**src/rtl/crc8_packet_framer_macros.svh**
```systemverilog
// ----------------------------------------------------------------------------
// Assertion macros for the CRC-8 packet framer.
// Each macro expands to a concurrent assertion, or to nothing when SYNTH is set.
// ----------------------------------------------------------------------------
`ifndef CRC8_PACKET_FRAMER_MACROS_SVH
`define CRC8_PACKET_FRAMER_MACROS_SVH

`ifndef SYNTH
// The consequent must hold in the same cycle as the antecedent.
`define FRAMER_ASSERT_IMPLIES(label, clk, rst, ante, cons) \
  label: assert property (@(posedge clk) disable iff (rst) (ante) |-> (cons)) \
    else $error("framer assertion failed");
// The expression must never be true.
`define FRAMER_ASSERT_NEVER(label, clk, rst, expr) \
  label: assert property (@(posedge clk) disable iff (rst) !(expr)) \
    else $error("framer assertion failed");
`else
`define FRAMER_ASSERT_IMPLIES(label, clk, rst, ante, cons)
`define FRAMER_ASSERT_NEVER(label, clk, rst, expr)
`endif

`endif

```
**src/rtl/crc8pf_pkg.sv**
```systemverilog
`timescale 1ns / 1ps
// ----------------------------------------------------------------------------
// crc8pf_pkg
// Types, constants and the CRC-8 fold function shared by the framer modules.
// ----------------------------------------------------------------------------
package crc8pf_pkg;

  // Total frame size: marker, two header bytes, data area, CRC byte.
  localparam int FRAME_BYTES = 67;

  // Size of the data area; also the largest frame length.
  localparam logic [5:0] DATA_CAP = 6'(FRAME_BYTES - 4);
  // Data position of the last padding byte before the CRC byte.
  localparam logic [5:0] PAD_LAST = 6'(FRAME_BYTES - 5);

  localparam logic [7:0] MARKER = 8'h7E;
  localparam logic [7:0] POLY   = 8'h9B;

  typedef enum logic [1:0] {
    KIND_START   = 2'd0,
    KIND_PAYLOAD = 2'd1,
    KIND_FINISH  = 2'd2
  } kind_t;

  typedef struct packed {
    logic [1:0] kind;
    logic [5:0] msg_type;
    logic [3:0] sequence_req;
    logic [5:0] length;
    logic [7:0] data_byte;
  } in_t;

  typedef struct packed {
    logic [7:0] out_byte;
    logic       last;
  } out_t;

  typedef enum logic [2:0] {
    ST_IDLE,
    ST_HDR1,
    ST_HDR2,
    ST_PAD,
    ST_CRC
  } state_t;

  // Controller to datapath: at most one is set, and only when the output slot is free.
  typedef struct packed {
    logic start;
    logic payload;
    logic hdr1;
    logic hdr2;
    logic pad;
    logic crc;
  } cmd_t;

  // Datapath to controller.
  typedef struct packed {
    logic slot_free;
    logic in_frame;
    logic room;
    logic pad_none;
    logic pad_last;
  } status_t;

  // CRC-8, MSB first, no reflection, no final XOR.
  function automatic logic [7:0] crc_fold(input logic [7:0] c, input logic [7:0] b);
    logic [7:0] v;
    v = c ^ b;
    for (int i = 0; i < 8; i++) begin
      if (v[7]) begin
        v = {v[6:0], 1'b0} ^ POLY;
      end else begin
        v = {v[6:0], 1'b0};
      end
    end
    return v;
  endfunction

endpackage

```
**src/rtl/crc8_packet_framer.sv**
```systemverilog
`timescale 1ns / 1ps
// ----------------------------------------------------------------------------
// crc8_packet_framer
// Builds fixed-size CRC-8 protected frames from start, payload and finish requests.
// ----------------------------------------------------------------------------
// A start request emits the 0x7E marker and then two header bytes. A payload
// request emits its byte, so payload streams at one byte per clock while the
// output side keeps up. A finish request is accepted without a byte of its own;
// the sequencer then steps out the zero fill and padding up to the CRC position
// (data area size minus payload bytes already sent), and then the CRC byte,
// which carries last. The single output register takes one byte per cycle while
// the output side keeps up; the CRC-8 fold of a byte (polynomial 0x9B, MSB
// first, initial value zero) completes within the cycle that loads it. Requests
// are refused while header or trailer bytes are still being stepped out. Payload
// beyond the frame length, payload or finish outside a frame, and the unused kind
// code are accepted and produce nothing.
// ----------------------------------------------------------------------------
`include "crc8_packet_framer_macros.svh"

module crc8_packet_framer (
  input  logic             clk,
  input  logic             rst,
  input  logic             in_valid,
  output logic             in_ready,
  input  crc8pf_pkg::in_t  in_req,
  output logic             out_valid,
  input  logic             out_ready,
  output crc8pf_pkg::out_t out_req
);

  // Commands from the sequencer and status back from the datapath.
  crc8pf_pkg::cmd_t    cmd;
  crc8pf_pkg::status_t status;

  // The sequencer owns the input handshake and decides which byte goes next.
  crc8pf_ctrl u_ctrl (
    .clk      (clk),
    .rst      (rst),
    .in_valid (in_valid),
    .kind     (in_req.kind),
    .in_ready (in_ready),
    .status   (status),
    .cmd      (cmd)
  );

  // The datapath holds the frame state, the CRC and the output register.
  crc8pf_datapath u_datapath (
    .clk       (clk),
    .rst       (rst),
    .in_req    (in_req),
    .cmd       (cmd),
    .status    (status),
    .out_valid (out_valid),
    .out_ready (out_ready),
    .out_req   (out_req)
  );

  // A byte is only ever loaded into a free output slot.
  `FRAMER_ASSERT_IMPLIES(a_cmd_slot, clk, rst, (|cmd), status.slot_free)
  // Outside a frame there is no payload room left.
  `FRAMER_ASSERT_NEVER(a_room_frame, clk, rst, status.room && !status.in_frame)
  // While the CRC byte waits at the output, the frame has already closed.
  `FRAMER_ASSERT_IMPLIES(a_last_closed, clk, rst, out_valid && out_req.last,
                         !status.in_frame)

endmodule

```
**src/rtl/crc8pf_ctrl.sv**
```systemverilog
`timescale 1ns / 1ps
// ----------------------------------------------------------------------------
// crc8pf_ctrl
// Sequencer for the framer: decodes requests and steps header and trailer bytes.
// ----------------------------------------------------------------------------
module crc8pf_ctrl (
  input  logic                clk,
  input  logic                rst,
  input  logic                in_valid,
  input  logic [1:0]          kind,
  output logic                in_ready,
  input  crc8pf_pkg::status_t status,
  output crc8pf_pkg::cmd_t    cmd
);

  crc8pf_pkg::state_t state;
  crc8pf_pkg::state_t state_next;

  logic take;
  logic is_start;
  logic is_payload;
  logic is_finish;

  assign take       = in_valid && in_ready;
  assign is_start   = kind == crc8pf_pkg::KIND_START;
  assign is_payload = kind == crc8pf_pkg::KIND_PAYLOAD;
  assign is_finish  = kind == crc8pf_pkg::KIND_FINISH;

  always_ff @(posedge clk) begin
    if (rst) begin
      state <= crc8pf_pkg::ST_IDLE;
    end else begin
      state <= state_next;
    end
  end

  always_comb begin
    state_next = state;
    unique case (state)
      crc8pf_pkg::ST_IDLE: begin
        if (take && is_start) begin
          state_next = crc8pf_pkg::ST_HDR1;
        end else if (take && is_finish && status.in_frame) begin
          state_next = status.pad_none ? crc8pf_pkg::ST_CRC : crc8pf_pkg::ST_PAD;
        end
      end
      crc8pf_pkg::ST_HDR1: begin
        if (status.slot_free) state_next = crc8pf_pkg::ST_HDR2;
      end
      crc8pf_pkg::ST_HDR2: begin
        if (status.slot_free) state_next = crc8pf_pkg::ST_IDLE;
      end
      crc8pf_pkg::ST_PAD: begin
        if (status.slot_free && status.pad_last) state_next = crc8pf_pkg::ST_CRC;
      end
      crc8pf_pkg::ST_CRC: begin
        if (status.slot_free) state_next = crc8pf_pkg::ST_IDLE;
      end
      default: state_next = crc8pf_pkg::ST_IDLE;
    endcase
  end

  always_comb begin
    cmd      = '0;
    in_ready = 1'b0;
    unique case (state)
      crc8pf_pkg::ST_IDLE: begin
        in_ready    = status.slot_free;
        cmd.start   = in_valid && status.slot_free && is_start;
        cmd.payload = in_valid && status.slot_free && is_payload && status.in_frame
                      && status.room;
      end
      crc8pf_pkg::ST_HDR1: cmd.hdr1 = status.slot_free;
      crc8pf_pkg::ST_HDR2: cmd.hdr2 = status.slot_free;
      crc8pf_pkg::ST_PAD:  cmd.pad  = status.slot_free;
      crc8pf_pkg::ST_CRC:  cmd.crc  = status.slot_free;
      default: begin
        cmd      = '0;
        in_ready = 1'b0;
      end
    endcase
  end

endmodule

```
**src/rtl/crc8pf_datapath.sv**
```systemverilog
`timescale 1ns / 1ps
// ----------------------------------------------------------------------------
// crc8pf_datapath
// Frame state, running CRC and the output register of the framer.
// ----------------------------------------------------------------------------
module crc8pf_datapath (
  input  logic                clk,
  input  logic                rst,
  input  crc8pf_pkg::in_t     in_req,
  input  crc8pf_pkg::cmd_t    cmd,
  output crc8pf_pkg::status_t status,
  output logic                out_valid,
  input  logic                out_ready,
  output crc8pf_pkg::out_t    out_req
);

  logic [7:0] crc_value;
  logic [5:0] bytes_sent;
  logic [5:0] frame_length;
  logic       in_frame;
  logic [5:0] hdr_type;
  logic [3:0] hdr_seq;
  logic [5:0] len_sat;

  assign len_sat = (in_req.length > crc8pf_pkg::DATA_CAP) ? crc8pf_pkg::DATA_CAP
                                                          : in_req.length;

  assign status.slot_free = !out_valid || out_ready;
  assign status.in_frame  = in_frame;
  assign status.room      = bytes_sent < frame_length;
  assign status.pad_none  = bytes_sent >= crc8pf_pkg::DATA_CAP;
  assign status.pad_last  = bytes_sent == crc8pf_pkg::PAD_LAST;

  always_ff @(posedge clk) begin
    if (rst) begin
      crc_value    <= '0;
      bytes_sent   <= '0;
      frame_length <= '0;
      in_frame     <= 1'b0;
      out_valid    <= 1'b0;
    end else begin
      priority if (cmd.start) begin
        frame_length <= len_sat;
        bytes_sent   <= '0;
        crc_value    <= '0;
        in_frame     <= 1'b1;
        out_valid    <= 1'b1;
      end else if (cmd.payload) begin
        crc_value  <= crc8pf_pkg::crc_fold(crc_value, in_req.data_byte);
        bytes_sent <= bytes_sent + 6'd1;
        out_valid  <= 1'b1;
      end else if (cmd.hdr1 || cmd.hdr2) begin
        out_valid <= 1'b1;
      end else if (cmd.pad) begin
        // Zero bytes still owed to the payload enter the CRC; padding does not.
        if (status.room) crc_value <= crc8pf_pkg::crc_fold(crc_value, 8'h00);
        bytes_sent <= bytes_sent + 6'd1;
        out_valid  <= 1'b1;
      end else if (cmd.crc) begin
        crc_value    <= '0;
        bytes_sent   <= '0;
        frame_length <= '0;
        in_frame     <= 1'b0;
        out_valid    <= 1'b1;
      end else begin
        if (out_ready) out_valid <= 1'b0;
      end
    end
  end

  // Payload registers: header fields and the outgoing byte.
  always_ff @(posedge clk) begin
    if (cmd.start) begin
      hdr_type <= in_req.msg_type;
      hdr_seq  <= in_req.sequence_req;
    end
    priority if (cmd.start) begin
      out_req <= '{out_byte: crc8pf_pkg::MARKER, last: 1'b0};
    end else if (cmd.payload) begin
      out_req <= '{out_byte: in_req.data_byte, last: 1'b0};
    end else if (cmd.hdr1) begin
      out_req <= '{out_byte: {hdr_type, hdr_seq[3:2]}, last: 1'b0};
    end else if (cmd.hdr2) begin
      out_req <= '{out_byte: {hdr_seq[1:0], frame_length}, last: 1'b0};
    end else if (cmd.pad) begin
      out_req <= '{out_byte: 8'h00, last: 1'b0};
    end else if (cmd.crc) begin
      out_req <= '{out_byte: crc_value, last: 1'b1};
    end else begin
      out_req <= out_req;
    end
  end

endmodule

```
**config.mk**
```make
export PLATFORM = sky130hd
export DESIGN_NAME = crc8_packet_framer
export DESIGN_NICKNAME = d
export VERILOG_FILES = /design/src/rtl/crc8pf_pkg.sv /design/src/rtl/crc8_packet_framer.sv /design/src/rtl/crc8pf_ctrl.sv /design/src/rtl/crc8pf_datapath.sv
export VERILOG_INCLUDE_DIRS = /design/src /design/src/rtl
export SDC_FILE = /design/constraint.sdc
export NUM_CORES = 1
export LEC_CHECK = 0
export ABC_CLOCK_PERIOD_IN_PS = 2100
export BUFFER_PORTS_ARGS = -buffer_cell sky130_fd_sc_hd__buf_2
export CAP_MARGIN = 10
export CORE_MARGIN = 1
export CORE_UTILIZATION = 49
export CTS_CLUSTER_SIZE = 20
export DETAILED_ROUTE_END_ITERATION = 8
export PLACE_DENSITY = 0.71
export SLEW_MARGIN = 25
export SYNTH_ARGS = -nofsm -noshare
export SYNTH_HDL_FRONTEND = slang
export SYNTH_SLANG_ARGS = --single-unit
```
**constraint.sdc**
```tcl
create_clock -name clk -period 2.1 [get_ports clk]
set_input_delay 0.42 -clock clk [delete_from_list [all_inputs] [get_ports clk]]
set_output_delay 0.42 -clock clk [all_outputs]
set_load 0.02 [all_outputs]
```
Yosys cells after proc, flatten, opt, wreduce, memory -nomap -nowiden
Index checks and enable logic that the tools add are counted.
Widths: inputs -> output; s select.
- bitwise logic cells: 17
- reduce and logical (&&, ||, !) cells: 26
- muxes and demuxes: 122
- magnitude comparators: 3
- equality and inequality tests: 16
- $add $sub $neg: 1
- operators with widths (operator ; count):
    $mux 8 ; 84
    $not 5->5 ; 16
    $mux 6 ; 9
    $mux 9 ; 5
    $mux 3 ; 6
    $mux 1 ; 16
    $pmux 3 s4 ; 1
    $logic_and 1x1->1 ; 10
    $ne 2x1->1 const B ; 5
    $reduce_and 4->1 ; 2
    $xor 8x8->8 ; 1
    $add 6x1->6 const B ; 1
    $eq 3x2->1 const B ; 2
    $eq 6x6->1 const B ; 1
    $ge 6x6->1 const B ; 1
    $gt 6x6->1 const B ; 1
    $lt 6x6->1 ; 1
    $ne 3x1->1 const B ; 2
    $reduce_bool 6->1 ; 1
    $reduce_bool 5->1 ; 1
    $reduce_or 5->1 ; 1
    $ne 2x2->1 const B ; 2
    $reduce_or 2->1 ; 2
    $eq 3x1->1 const B ; 1
    other kinds (12) ; 13
- logic and storage cells: 195
- bits of input ports: 30
- register bits: 44
- output and inout port bits: 11

Logic depth before layout (Yosys ltp)
Gate-level depths: netlist of the first run.
- depth in word-level cells: 64
- mapped depth: 9
- gate-level depth less buffers: 8

Cells and area by module
A second synthesis of the first run with hierarchy kept.
- cell total of the unflattened synthesis: 297
- area total of the unflattened synthesis: 2565.0 sq um
- modules (own cells, without submodules) (module ; sequential area each (sq um) ; cells each ; area each (sq um) ; instances):
    crc8pf_datapath ; 920.9 ; 259 ; 2273.4 ; 1
    crc8pf_ctrl ; 60.1 ; 38 ; 291.5 ; 1

Worst setup path after synthesis of the first run
Ideal clock, no wire load.
- path kind: reg-to-reg
- from: reg u_ctrl.state[0]
- to: reg u_ctrl.state[0]
- data required time: 2.030 ns
- arrival: 2.202 ns
- setup slack: -0.172 ns
- buffers on the path: 2
- setup time: 0.070 ns
- clock period less this slack: 2.272 ns
- stages on the path, launching flop included: 9
- cells stage by stage: dfxtp_1 > buf_2 > or3_4 > nor4_4 > nand2_1 > inv_1 > clkbuf_1 > o2111ai_1 > a21oi_1
- cells in the longest elaborated chain, start to end: 7
- elaborated cells between the ends (all ways): 18
- those cells by class: eq/ne: 8; mux: 3; reduce/logical: 7
- RTL lines (item ; line ; source):
    start: declaration ; crc8pf_ctrl.sv:16 ; crc8pf_pkg::state_t state;
    start signal: assignment ; crc8pf_ctrl.sv:31 ; state <= crc8pf_pkg::ST_IDLE;
    start signal: assignment ; crc8pf_ctrl.sv:33 ; state <= state_next;
    $logic_not 3->1 ; crc8pf_ctrl.sv:39, crc8pf_ctrl.sv:66 ;
    $mux 1 ; crc8pf_ctrl.sv:66 ; unique case (state)
    $logic_and 1x1->1 ; crc8pf_ctrl.sv:24 ; assign take = in_valid && in_ready;
    $logic_and 1x1->1 (2 in series) ; crc8pf_ctrl.sv:43 ; end else if (take && is_finish && status.in_frame) begin
    $ne 3x1->1 (no source line) ; -- ;
    $reduce_and 4->1 (no source line) ; -- ;
Parallel ways exist; a longest one is shown, timed or not.
A chain may end at the register's enable or synchronous reset.

Worst setup path in the final report of the first run
- from: reg u_ctrl.state[0]
- to: reg u_datapath.bytes_sent[4]
- cells in the longest elaborated chain, start to end: 5
- elaborated cells between the ends (all ways): 18
- those cells by class: eq/ne: 5; mux: 8; reduce/logical: 5
- RTL lines (item ; line ; source):
    $eq 3x2->1 / $eq 3x1->1 (equally long branches) ; crc8pf_ctrl.sv:66 ;
    $mux 1 ; crc8pf_ctrl.sv:66 ;
    $mux 6 / $logic_or 1x1->1 (equally long branches) ; crc8pf_datapath.sv:54, crc8pf_datapath.sv:52 ;
    $mux 6 / $ne 2x2->1 (equally long branches) ; -- ;
    $mux 6 / $reduce_and 2->1 (equally long branches) ; -- ;
    end signal: assignment ; crc8pf_datapath.sv:50 ; bytes_sent <= bytes_sent + 6'd1;
    end signal: assignment ; crc8pf_datapath.sv:57 ; bytes_sent <= bytes_sent + 6'd1;
    end: declaration ; crc8pf_datapath.sv:18 ; logic [5:0] bytes_sent;
Parallel ways exist; a longest one is shown, timed or not. The select of a mux whose other input is x is not followed.

==> results.md, run 1 <==
- The top-level port count is 41.
- The maximum fanout along the worst path is 7.
- Measured along the x axis, the die boundary spans 73.0 um.
- The commonest register cell after synthesis is sky130_fd_sc_hd__dfxtp_1.
- The worst setup path is of the reg2reg kind.
- The later-pin clock latency in the skew report is 0.31 ns.
- The total number of clock tree sinks is 44.
- The fraction of the cycle the final worst path needs is 0.949.
- The type of element launching the critical path is a flip-flop.
- The power per standard cell area is 1030 nW/um^2.
- When the netlist entered floorplanning its net count stood at 306.
- The top cell types in the final layout, fill and taps aside, are sky130_fd_sc_hd__buf_2 (40), sky130_fd_sc_hd__buf_4 (33), sky130_fd_sc_hd__dfxtp_1 (28).
- The total cell area at the placement stage is 2930 um^2.
- The longest clock path from root to sink contains 2 buffers.
- The number of antenna violations at the first check in global routing is 0.
- The number of distinct library cells after synthesis is 45.
- STA puts the critical path data arrival time at 2.18 ns.
- The core footprint is 4790 um^2.
- The number of endpoints with negative hold slack in the final report is 0.
- The HPWL after detailed placement is 4690 um.
- The clock tree from TritonCTS is yes.
- In the final routed layout, each cell accounts on average for 15.8 um.
- The number of cells on the worst reg-to-reg path is 7.
- STA classifies the critical path endpoint as a flip-flop.
- The combined area of all synthesized cells is 2470 um^2.
- The global-route wire length before repair is 9940 um.
- The number of global-route vias before repair is 2078.
- For the pin with the worst max-slew slack, the measured transition is 0.561 ns.
- The leading cell type in the layout, fill and taps excluded is sky130_fd_sc_hd__buf_2.
- Measured on the finished design, the core utilization comes to 0.650.
- The flow ran to the end, and the final reports show no timing, DRC or antenna violations.
- The initial core utilization is 0.516.
- The share of the Yosys chip area taken by registers is 0.397.
- Setup violations remaining at the end of the flow were counted as 0.
- The final layout contains routed wiring with a total length of 6350 um.
- The root buffer selected by CTS is sky130_fd_sc_hd__clkbuf_8.
- Counting flops with an async set or reset pin after synthesis yields a share of 0.
- The count of buffers added on input and output ports is 40.
- The first-pass detailed-route iteration total is 5.
- The H-tree was split into 2 levels.
- Clock skew on the completed layout was measured at 0.0118 ns.
- The worst hold path belongs to the class in2reg.
- Setup repair after global routing left no endpoint under its margin.
- The routability-driven placement congestion ratio is 0.869.
- The reported leakage power is 0.00124 uW.
- The fmax is 502 MHz.
- Synthesis produced 269 cells.
- Across all layers, the routed design uses 2326 vias.
- The synthesis warning total is 0.
- Row generation in the floorplan step produced 25 rows.
- The die covers 5330 um^2.
- The count of flip-flops with a built-in enable after synthesis is 10.
- The largest net degree at the start of global routing is 19.
- In the final design database the tool counted 371 nets.
- The number of vias per cell after detailed routing is 5.79.
- Along the worst hold path, the cell count comes to 1.
- The total negative slack is 0 ns.
- The height of the die is 73.0 um.
- The layout has 405 filler cells.
- Of the cells placed in the final design, the portion with a size suffix greater than 1 is 0.313.
- 0 antenna diodes ended up in the layout.
- After global routing the overflow that remains totals 0.
- The remaining routing DRC violations is 0.
- After clock tree synthesis, the flow added hold-fix buffers numbering 0.
- The worst pin sits at a relative slew slack of 0.624.
- The clock-pin slew on the worst setup and hold paths is 0.09 ns.
- Once detail routing completed, the nets flagged for antenna violations numbered 0.
- The worst-case IR drop observed on VDD is 0.694 mV.
- The count of routing violations after the opening detailed-route iteration is 186.
- In this run, CTS created clock tree buffers numbering 5.
- From synthesis to final layout, the design area changed by 25.9%.
- The flip-flop and latch count after synthesis is 44.
- The total global-route track usage is 0.250.
- The finished cells cover 3110 um^2.
- STA puts the critical path data required time at 2.29 ns.
- The average cell area after synthesis is 9.18 um^2.
- The worst hold margin is 0.290 ns.
- The number of max-capacitance violations reported is 0.
- Counting I/O delays and the setup requirement, the final critical path takes 1.99 ns.
- The max-slew violation total from the final report is 0.
-- logic make-up after synthesis --
family                     synth area share
AOI/OAI and AO/OA                     0.189
and+or+nand+nor                       0.187
DFF                                   0.397
adders and majority gates            0.0355
buffers and inverters                0.0507
xor gates and xnor gates              0.141
-- Yosys cell counts, types with 2 or more instances --
cell type,instances,share of area
sky130_fd_sc_hd__nand2_1,26,0.040
sky130_fd_sc_hd__xnor2_1,27,0.096
sky130_fd_sc_hd__or3_1,2,0.0051
sky130_fd_sc_hd__a22oi_1,6,0.018
sky130_fd_sc_hd__nor3_1,2,0.0041
sky130_fd_sc_hd__edfxtp_1,10,0.12
sky130_fd_sc_hd__nor2b_1,3,0.0076
sky130_fd_sc_hd__a222oi_1,8,0.032
sky130_fd_sc_hd__nand3_1,24,0.049
sky130_fd_sc_hd__or2_2,2,0.0051
sky130_fd_sc_hd__inv_1,13,0.020
sky130_fd_sc_hd__or4_1,2,0.0061
sky130_fd_sc_hd__a21o_1,4,0.012
sky130_fd_sc_hd__o221ai_1,2,0.0071
sky130_fd_sc_hd__buf_6,2,0.0091
sky130_fd_sc_hd__xor2_1,5,0.018
sky130_fd_sc_hd__xnor3_1,3,0.027
sky130_fd_sc_hd__buf_2,4,0.0081
sky130_fd_sc_hd__o211a_1,2,0.0081
sky130_fd_sc_hd__a21oi_1,19,0.039
sky130_fd_sc_hd__nor2_1,11,0.017
sky130_fd_sc_hd__o21ai_0,6,0.012
sky130_fd_sc_hd__nand2b_1,2,0.0051
sky130_fd_sc_hd__ha_1,7,0.035
sky130_fd_sc_hd__o31ai_1,3,0.0091
sky130_fd_sc_hd__a211oi_1,5,0.015
sky130_fd_sc_hd__nand4_1,7,0.018
sky130_fd_sc_hd__dfxtp_1,34,0.28
sky130_fd_sc_hd__clkbuf_1,9,0.014
sky130_fd_sc_hd__a31oi_1,4,0.010
-- stage by stage --
step	setup slack, ns	power (uW)	std cells
floorplan	0.00879	2110	269
global placement	0.0619	2510	393
detailed placement	-0.000955	2530	393
CTS	0.0152	3200	401
global route	0.000923	3390	402
finish	0.106	3220	402
-- final timing paths --
path / to / start / slack (ns)
max reg2reg: u_datapath.bytes_sent[4] / u_ctrl.state[0] / 0.11
max: u_datapath.bytes_sent[4] / u_ctrl.state[0] / 0.11
min reg2reg: u_datapath.out_req[8] / u_datapath.out_req[8] / 0.47
min: u_datapath.hdr_seq[2] / in_req[16] / 0.29
-- power breakdown --
group,internal [uW],switching [uW]
registers,1020,92.2
clock network,359,312
logic,611,826
total,1990,1230
-- critical path, cell delays in order, from the launching register on --
cell                      delay, ns
sky130_fd_sc_hd__dfxtp_1       0.32
sky130_fd_sc_hd__or3_4         0.41
sky130_fd_sc_hd__nor4_4        0.27
sky130_fd_sc_hd__and3_4        0.26
sky130_fd_sc_hd__a21oi_2       0.08
sky130_fd_sc_hd__buf_4         0.18
sky130_fd_sc_hd__o31ai_1       0.26
sky130_fd_sc_hd__a21oi_1       0.11
-- final cells by class --
cell class / count / area, um^2 / area share
Timing Repair Buffer: 73 / 448 / 0.144
Sequential cell: 44 / 988 / 0.318
Inverter: 13 / 48.8 / 0.0157
Clock inverter: 3 / 46.3 / 0.0149
Multi-Input combinational cell: 197 / 1430 / 0.459
Clock buffer: 5 / 68.8 / 0.0221
Tap cell: 67 / 83.8 / 0.0270
-- per-layer routing --
layer	track usage	vias up	wire length, um
li1	-	1117	-
met1	0.348	1082	2840
met2	0.379	111	2810
met3	0.0594	16	545
met4	0.0893	0	147
met5	0	-	0
-- repair_timing --
item	4_1_cts	5_1_grt
pin swaps	0	6
gates resized for setup	1	15
buffers inserted	0	1
setup endpoints to repair	1	18
cloned	0	0
-- registers in the layout (all words and copies together), names as in the netlist --
name and cells:
u_datapath.out_valid 1, u_datapath.out_req 9, u_datapath.in_frame 1, u_datapath.hdr_type 6, u_datapath.bytes_sent 6, u_ctrl.state 3
u_datapath.crc_value 8, u_datapath.hdr_seq 4, u_datapath.frame_length 6
(Power assumes the default switching activity.)
==> inputs of run 2 (changes only) <==
--- a/config.mk
+++ b/config.mk
@@ -7,13 +7,14 @@
 export NUM_CORES = 1
 export LEC_CHECK = 0
 export ABC_CLOCK_PERIOD_IN_PS = 2100
-export BUFFER_PORTS_ARGS = -buffer_cell sky130_fd_sc_hd__buf_2
+export BUFFER_PORTS_ARGS = -buffer_cell sky130_fd_sc_hd__buf_4
 export CAP_MARGIN = 10
 export CORE_MARGIN = 1
 export CORE_UTILIZATION = 49
+export CTS_BUF_LIST = sky130_fd_sc_hd__clkbuf_16
 export CTS_CLUSTER_SIZE = 20
 export DETAILED_ROUTE_END_ITERATION = 8
-export PLACE_DENSITY = 0.71
+export PLACE_DENSITY = 0.73
 export SLEW_MARGIN = 25
 export SYNTH_ARGS = -nofsm -noshare
 export SYNTH_HDL_FRONTEND = slang
==> run 2 against run 1 <==
Wire length grew 5.6%. Cell count stayed put. Setup slack got worse by 0.045 ns. Cell area rose by 5.4%. Critical path depth stayed put. Clock skew down 0.0073 ns. Highest routed layer unchanged.
==> results.md, run 2 (synthesis results as in run 1) <==
- The total of fill cells in the finished design is 383.
- The post-layout worst setup margin is 0.0613 ns.
- The later-pin clock latency in the skew report is 0.29 ns.
- The highest-utilization routing layer at the global route stage is met2.
- The HPWL after detailed placement is 4850 um.
- The reg-to-reg critical path startpoint is u_ctrl.state[0].
- After the first detailed-routing iteration, the DRC count stood at 235.
- The hold-critical path endpoint is u_datapath.hdr_type[3].
- The final non-filler cell total is 402.
- The max-slew violation total from the final report is 0.
- The die covers 5330 um^2.
- At the pin with the least slew margin, the transition time is 0.531 ns.
- The per-cell routed wire length is 16.7 um.
- At the worst endpoint, the required time is 2.32 ns.
- The number of buffers and inverters on the critical path is 1.
- The total number of clock tree sinks is 44.
- In this run the worst hold path is classified as in2reg.
- The endpoint identified for the worst register-to-register timing path is u_datapath.bytes_sent[2].
- On the final layout, the worst clock skew is 0.00446 ns.
- STA classifies the critical path startpoint as a flip-flop.
- The number of global-route vias before repair came to 2129.
- After clock tree synthesis, the clock-pin slew on the worst setup and hold paths is 0.06 ns.
- The number of max-capacitance violations reported is 0.
- The largest delay contributor family on the critical path is simple AND/OR/NAND/NOR gates.
- The final wirelength is 6700 um.
- In this run the static leakage power is 0.00129 uW.
- The register-to-register setup slack is 0.06 ns.
- Setup repair after global routing left no endpoint under its margin.
- The hold path startpoint is in_req[21].
- The post-placement setup slack is -0.119 ns.
- The routability-driven placement congestion ratio is 0.868.
- The peak supply drop is 0.873 mV.
- For this run, global-route usage on met3 was measured as 0.0732.
- The H-tree was split into 2 levels.
- The global-route wire length before repair is 10500 um.
- The relative slew slack is 0.644.
- After detailed routing, the number of vias per cell comes to 5.78.
- The stage delay of the slowest cell on the critical path is 0.41 ns.
- The number of cells on the worst reg-to-reg path is 7.
- In the layout the commonest cells are sky130_fd_sc_hd__buf_4 (70), sky130_fd_sc_hd__dfxtp_1 (32), sky130_fd_sc_hd__nand2_1 (26), sky130_fd_sc_hd__xnor2_1 (26), sky130_fd_sc_hd__nand3_1 (24).
- In the finished design, the share of the clock period the worst path needs comes to 0.971.
- The final net count is 371.
- The total negative slack is 0 ns.
- Static timing analysis puts the maximum clock frequency at 491 MHz.
- The number of antenna violations at the first check in global routing is 0.
- The initial core utilization is 0.516.
- The slowest stage cell on the critical path is sky130_fd_sc_hd__or3_4.
- TritonCTS built the clock tree.
- The total global-route track usage is 0.265.
- The power after layout is 3450 uW.
- The count of hold buffers inserted by post-cts repair is 0.
- The floorplan has 25 rows.
- The arrival time at the worst endpoint is 2.26 ns.
- The number of endpoints with negative hold slack in the final report came to 0.
- For the finished layout, the period the worst path requires is 2.04 ns.
- In this run the standard cell core region covers 4790 um^2.
- During placement, the flow inserted port buffers numbering 40.
- In the routed design, unresolved DRC markers number 0.
- In the global route stage, met1 resource usage came out at 0.372.
- The critical path endpoint category is a flip-flop.
- For this design the ratio of total power to cell area is 1050 nW/um^2.
- The maximum fanout along the worst path is 4.
- The antenna diode instance count is 0.
- The synthesis-to-layout area growth is 32.8%.
- Setup violations remaining at the end of the flow were counted as 0.
- In this run the count of I/O pins placed on the die edge is 41.
- The run finished with clean final reports.
- Once detail routing completed, the nets flagged for antenna violations numbered 0.
- The die boundary width is 73.0 um.
- The number of buffers created by CTS is 5.
- In the final layout, the share of cells above drive strength 1 is 0.307.
- The class of the most critical setup path is reg2reg.
- In the final layout, the registers with the most flip-flops are u_datapath.out_req x9, u_datapath.crc_value x8.
- Walking the worst path, the cells encountered are or3_4 > nor4_4 > and3_4 > a21oi_2 > buf_4 > or3_4 > a21oi_2.
- Once layout is complete, the utilization of the core stands at 0.685.
- The root buffer selected by CTS is sky130_fd_sc_hd__clkbuf_16.
- The count of placed standard cells including taps is 391.
- The leading cell type in the layout, fill and taps excluded is sky130_fd_sc_hd__buf_4.
- The height of the die is 73.0 um.
- The global-route met2 utilization is 0.391.
- Along the worst hold path, the cell count comes to 1.
- The largest net degree at the start of global routing is 19.
- The first detailed-routing pass took 5 iterations.
- No sink is reached through more buffers than the 2 on the longest clock path.
- After global routing the overflow that remains totals 0.
- The largest register by flop count is u_datapath.out_req.
- The detailed router placed 2325 vias in this run.
- The register with the most flip-flops in the layout has 9 of them.
run 2: report_power, final:
group	switching [uW]	internal, uW	total, uW	leakage (uW)
Sequential	95.3	1020	1110	0.000370
Clock	340	439	778	0.0000736
Combinational	858	702	1560	0.000849
Total	1290	2160	3450	0.00129
run 2: through the flow:
step	area, um^2	hold slack (ns)
2_1_floorplan	2490	0.456
3_3_place_gp	3030	0.465
3_5_place_dp	3030	0.474
4_1_cts	3200	0.304
5_1_grt	3280	0.293
6_report	3280	0.303
run 2: worst register-to-register path: stages (launching register included):
cell	delay, ns
sky130_fd_sc_hd__dfxtp_1	0.31
sky130_fd_sc_hd__or3_4	0.41
sky130_fd_sc_hd__nor4_4	0.28
sky130_fd_sc_hd__and3_4	0.26
sky130_fd_sc_hd__a21oi_2	0.07
sky130_fd_sc_hd__buf_4	0.16
sky130_fd_sc_hd__or3_4	0.33
sky130_fd_sc_hd__a21oi_2	0.14
run 2: worst max path at each step:
stage / from / end / slack (ns) / depth (start not counted)
final: u_ctrl.state[0] / u_datapath.bytes_sent[2] / 0.06 / 7
after global routing: u_ctrl.state[0] / u_datapath.bytes_sent[2] / 0.009 / 7
after CTS: u_datapath.frame_length[2] / u_datapath.crc_value[4] / 0.003 / 10
after detailed placement: u_datapath.frame_length[2] / u_datapath.bytes_sent[5] / -0.12 / 8
after global placement: u_datapath.frame_length[2] / u_datapath.bytes_sent[5] / -0.03 / 8
after floorplan: u_ctrl.state[0] / u_datapath.bytes_sent[4] / 0.009 / 8
run 2: cell type report:
class | count | area [um^2] | share of cell area
Inverter | 13 | 48.8 | 0.0149
Clock inverter | 3 | 18.8 | 0.00572
Timing Repair Buffer | 73 | 568 | 0.173
Multi-Input combinational cell | 197 | 1450 | 0.443
Sequential cell | 44 | 983 | 0.300
Clock buffer | 5 | 125 | 0.0382
Tap cell | 67 | 83.8 | 0.0256
run 2: timing repair:
action                                  CTS  global route
resized for setup                         3            14
pin swaps                                 7             3
buffers inserted                          3             0
endpoints found under the setup margin    9            23
endpoints found under the hold margin     0             0
run 2: routing by layer:
layer	part of all wire	vias to the layer above
met5	0	-
met3	0.075	7
met2	0.46	96
li1	-	1112
met1	0.45	1110
met4	0.013	0
